`src/hdl/caps_pkg.sv`:
```
`timescale 1ns / 1ps
`default_nettype none
package caps_pkg;
	localparam int unsigned MaxLevelsDefault = 1024;
	localparam int unsigned SumW = 43;

	typedef struct packed {
		logic        level_present;
		logic [31:0] level_price;
		logic [31:0] level_bid;
		logic [31:0] level_ask;
		logic [31:0] market_bid;
		logic [31:0] market_ask;
		logic        ref_valid;
		logic [31:0] ref_price;
		logic        last_item;
	} caps_in_t;

	typedef struct packed {
		logic        found;
		logic [31:0] chosen_price;
		logic [47:0] match_volume;
		logic        ref_echo_valid;
		logic [31:0] ref_echo;
		logic        overflow;
	} caps_out_t;

	// controller -> datapath
	typedef struct packed {
		logic load;      // item transfer
		logic clr_pass;  // restart scan index
		logic step;      // advance scan, read next entry
		logic [1:0] pass; // 0 min pass, 1 survivor pass, 2 reference pass
		logic emit;
		logic finish;    // clear book state
	} caps_cmd_t;

	// datapath -> controller
	typedef struct packed {
		logic last_entry;  // entry in evaluation is the final one
		logic overflow;
		logic empty;
		logic any_band;
		logic need_ref;
	} caps_sts_t;

	localparam logic [1:0] PassMin = 2'd0;
	localparam logic [1:0] PassSel = 2'd1;
	localparam logic [1:0] PassRef = 2'd2;

	function automatic logic [SumW:0] absdiff(input logic [SumW:0] a, input logic [SumW:0] b);
		absdiff = (a > b) ? a - b : b - a;
	endfunction
endpackage
`default_nettype wire

```
`src/hdl/caps_ctrl.sv`:
```
`timescale 1ns / 1ps
`default_nettype none
module caps_ctrl (
	input  wire logic clk,
	input  wire logic arst_n,
	input  wire logic start,
	input  wire logic last_in,
	input  wire caps_pkg::caps_sts_t sts,
	output logic busy,
	output caps_pkg::caps_cmd_t cmd
);
	import caps_pkg::*;

	typedef enum logic [6:0] {
		S_IDLE  = 7'b0000001,
		S_PRE0  = 7'b0000010,
		S_MIN   = 7'b0000100,
		S_PRE1  = 7'b0001000,
		S_SEL   = 7'b0010000,
		S_REF   = 7'b0100000,
		S_OUT   = 7'b1000000
	} state_t;

	state_t state_q, state_d;
	logic [1:0] pass_q, pass_d;

	always_comb begin
		state_d = state_q;
		pass_d = pass_q;
		cmd = '0;
		cmd.pass = pass_q;
		busy = (state_q != S_IDLE);
		case (state_q)
			S_IDLE: begin
				if (start) begin
					cmd.load = 1'b1;
					if (last_in) begin
						state_d = S_PRE0;
					end
				end
			end
			S_PRE0: begin
				if (sts.overflow || sts.empty) begin
					state_d = S_OUT;
				end else begin
					cmd.clr_pass = 1'b1;
					pass_d = PassMin;
					state_d = S_MIN;
				end
			end
			S_MIN, S_SEL, S_REF: begin
				cmd.step = 1'b1;
				if (sts.last_entry) begin
					state_d = S_PRE1;
				end
			end
			S_PRE1: begin
				// only a new pass restarts the scan; selection state must survive otherwise
				if (pass_q == PassMin && sts.any_band) begin
					cmd.clr_pass = 1'b1;
					pass_d = PassSel;
					state_d = S_SEL;
				end else if (pass_q == PassSel && sts.need_ref) begin
					cmd.clr_pass = 1'b1;
					pass_d = PassRef;
					state_d = S_REF;
				end else begin
					state_d = S_OUT;
				end
			end
			S_OUT: begin
				cmd.emit = 1'b1;
				cmd.finish = 1'b1;
				state_d = S_IDLE;
			end
			default: state_d = S_IDLE;
		endcase
		cmd.pass = pass_d;
		if (state_q == S_MIN || state_q == S_SEL || state_q == S_REF) begin
			cmd.pass = pass_q;
		end
	end

	always_ff @(posedge clk or negedge arst_n) begin
		if (!arst_n) begin
			state_q <= S_IDLE;
			pass_q <= PassMin;
		end else begin
			state_q <= state_d;
			pass_q <= pass_d;
		end
	end

	a_out_from_pre: assert property (@(posedge clk) disable iff (!arst_n)
		state_q == S_OUT |-> $past(state_q) == S_PRE0 || $past(state_q) == S_PRE1)
		else $error("result state entered out of order");
	a_busy_after_last: assert property (@(posedge clk) disable iff (!arst_n)
		state_q == S_IDLE && start && last_in |=> busy)
		else $error("not busy after last item");
	a_emit_idle: assert property (@(posedge clk) disable iff (!arst_n)
		cmd.emit |=> state_q == S_IDLE)
		else $error("no return to idle after result");
endmodule
`default_nettype wire

```
`config.mk`:
```
export PLATFORM = sky130hd
export DESIGN_NAME = caps_ctrl
export DESIGN_NICKNAME = d
export VERILOG_FILES = /design/src/hdl/caps_pkg.sv /design/src/hdl/caps_ctrl.sv
export SDC_FILE = /design/constraint.sdc
export NUM_CORES = 1
export LEC_CHECK = 0
export ABC_CLOCK_PERIOD_IN_PS = 1700
export BUFFER_PORTS_ARGS = -buffer_cell sky130_fd_sc_hd__buf_4
export CAP_MARGIN = 20
export CELL_PAD_IN_SITES_DETAIL_PLACEMENT = 1
export CELL_PAD_IN_SITES_GLOBAL_PLACEMENT = 1
export CORE_ASPECT_RATIO = 1.25
export CORE_MARGIN = 1.5
export CORE_UTILIZATION = 32
export CTS_CLUSTER_SIZE = 24
export DETAILED_ROUTE_END_ITERATION = 10
export GPL_ROUTABILITY_DRIVEN = 0
export PLACE_DENSITY_LB_ADDON = 0.1
export REMOVE_ABC_BUFFERS = 1
export SYNTH_ARGS = -nofsm -noshare
export SYNTH_HDL_FRONTEND = slang
export SYNTH_SLANG_ARGS = --single-unit
```
`constraint.sdc`:
```
create_clock -name clk -period 1.7 [get_ports clk]
set_input_delay 0 -clock clk [delete_from_list [all_inputs] [get_ports clk]]
set_output_delay 0 -clock clk [all_outputs]
set_load 0.005 [all_outputs]
```
==> run summary <==
Skew-Pair Late Insertion Delay = 0.27 ns
vias in the first global route = 644
post-synth top area share = 0.3579
CTS tree = yes
crit end category = output port
Root Driver = clkbuf_4
slack of the critical path = -0.1366 ns
power density over the cells = 905.1 nW/um^2
antenna viol nets, final = 0
sequential cell area fraction in the yosys report = 0.4049
Core ar. = 1602 um^2
DP HPWL = 1.176 mm
Worst Setup Start Kind = flop
HP Class = input port to flop
met2 wire length = 864 um
Max IR drop VDD = 0.6036 mV
Yosys cell types = 31
die extent in x = 40.39 um
Max Slew Vio Count = 0
fin crit share = 1.080
vias = 585
Starting DRT DRC Count = 10
Initial Util = 0.3492
placed cell areas = 719.4 um^2
CP top delay family = simple AND/OR/NAND/NOR gates
worst-case reg-to-reg path depth = 4
cells after synthesis = 61
Async S/R FF share, synth = 1.000
Warnings, synthesis = 0
hold path endpoint = state_q[1]$_DFFE_PN0P_
pin count of the biggest net entering global routing = 10
Crit Path Max Fanout = 3
drt first pass iters = 4
top post-synthesis cells by area = dfrtp_1 36%, o21ai_0 7.2%, dfstp_2 4.7%
IO Pins = 17
Die Height = 49.74 um
CP max stage delay = 0.51 ns
Synth area leader = dfrtp_1
WHS = -0.0005374 ns
fraction of layout cells with a size suffix above 1 = 0.4444
Design Area, Final = 859.6 um^2
Hold Vio Cnt, Final = 1
antenna violations before repair = 0
maximum clock path buffer count = 2
FMAX = 544.5 MHz
nets@finish = 100
# Max-Cap Violations = 0
CTS Buf Count = 3
Worst Clk Skew = 0.007351 ns
Mapped Area = 559.3 um^2
Yosys reg bits = 9
r2r startpoint = state_q[3]$_DFFE_PN0P_
H-tree lvl count = 1
area grow syn2layout = 53.69%
vias per cell = 5.417
Port Buf Inserts = 16
Antenna diodes = 0
worst hold path stage count = 3
Routed WL per cell = 15.10 um
die area = 2009 um^2
total detailed-routing wirelength = 1.631 mm
syn avg cell area = 9.169 um^2
Post-synth top cells = 8 x dfrtp_1, 8 x o21ai_0, 4 x inv_1
Tot GR Track Use = 0.2035
final setup fails = 3
Max Used Layer = met4
clock-pin slew on the worst setup and hold paths = 0.07 ns
worst hold start = start
highest-delay cell along the critical path = or4b_4
worst relative slew slack = 0.7237
min Tclk post-route = 1.837 ns
leak pwr = 0.4037 nW
failing checks = negative hold slack, negative setup slack
global route overflow = 0
clk sink count = 9
Post-synth EDFFs = 0
reg-to-reg setup timing slack = 0 ns
Slew @ Worst Pin = 0.4136 ns
ys flop type = dfrtp_1
crit-path cells = or4b_4 > or3_4 > nor2b_4 > buf_6
Data required, critical path = 1.70 ns
critical path class = flop to output port
Crit path buffers/inverters = 1
worst slack, placed = 0.05229 ns
status = finished with violations
CP arrival = 1.84 ns
global-route wire length before repair = 2.739 mm
FF-to-FF End = pass_q[1]$_DFF_PN0_
DRC viols = 0
routed wl met3 = 37 um
met1 wire length = 684 um
# rows = 16
RSZ-0062 raised after global routing = true
-- registers in the layout, indices dropped and copies added (netlist names) --
signal and count:
pass_q 2, state_q 7
-- where the power goes --
| group | switching [mW] | total [mW] | internal, mW |
|---|---|---|---|
| registers | 0.0554 | 0.312 | 0.256 |
| clock network | 0.0809 | 0.172 | 0.0907 |
| logic | 0.130 | 0.295 | 0.165 |
-- cell type report --
type                            count  area (um^2)
Clock buffer                        4        26.28
Inverter                            4        15.01
Timing Repair Buffer               29        232.7
Multi-Input combinational cell     44        336.6
Sequential cell                     9        226.5
Tap cell                           18        22.52
Fill cell                         190        742.0
-- cells by family (layout without fill, tap and decap cells) --
kind of cell / after synthesis / after routing / synth area share
AO/OA/AOI/OAI: 15 / 15 / 0.1723
XOR/XNOR: 1 / 1 / 0.01566
buffers and inverters: 8 / 37 / 0.07604
flip-flops: 9 / 9 / 0.4049
AND/OR/NAND/NOR: 28 / 28 / 0.3311
-- cells in the final DEF (no fill, tap or decap), drive strengths merged, types with 2 or more instances in the layout --
master,netlist,routed
clkbuf,1,4
nor4,3,3
nand2,3,3
o21ai,8,8
nor2b,3,3
buf,3,26
nand2b,2,2
nand3,2,2
or4bb,2,2
dlygate4sd3,0,3
nor2,3,3
dfrtp,8,8
a211oi,2,2
nor3b,2,2
inv,4,4
-- routing by layer --
metal,global-route usage,up-vias
met4,0.1333,0
met1,0.2507,287
met2,0.3201,12
met3,0.01351,4
met5,0,-
li1,-,282
-- worst min-delay path: cells and delay by family --
family        cells  cell delay (ns)
buf+inv           1             0.09
simple gates      2             0.15
-- repair_timing --
action	in CTS	in global routing
endpoints found under the hold margin	12	0
setup endpoints to repair	3	8
gates resized for setup	4	9
pin swaps	3	3
setup buffers	2	2
hold buffers	3	0
-- worst max path at each step --
stage | from | end | slack (ns) | cells past startpoint
floorplan | state_q[2]$_DFFE_PN0P_ | pass_q[1]$_DFF_PN0_ | 0.12 | 3
global placement | state_q[3]$_DFFE_PN0P_ | cmd[3] | 0.07 | 4
detailed placement | state_q[3]$_DFFE_PN0P_ | cmd[3] | 0.05 | 4
CTS | state_q[5]$_DFFE_PN0P_ | cmd[3] | -0.13 | 4
global route | state_q[1]$_DFFE_PN0P_ | cmd[3] | -0.18 | 4
finish | state_q[3]$_DFFE_PN0P_ | cmd[3] | -0.14 | 4
-- stage by stage --
stage                     power, mW  cells    util  hold slack, ns  TNS (ns)
after floorplan              0.4229     57       -         -0.2956         0
after global placement       0.5554     97  0.4492         -0.1664         0
after detailed placement     0.5552     97  0.4492         -0.1678         0
after CTS                    0.7440    106  0.5031       0.0006118   -0.3368
after global routing         0.8375    108  0.5367         0.01835   -0.4539
final                        0.7780    108  0.5367      -0.0005374   -0.2508
(Power assumes the default switching activity.)
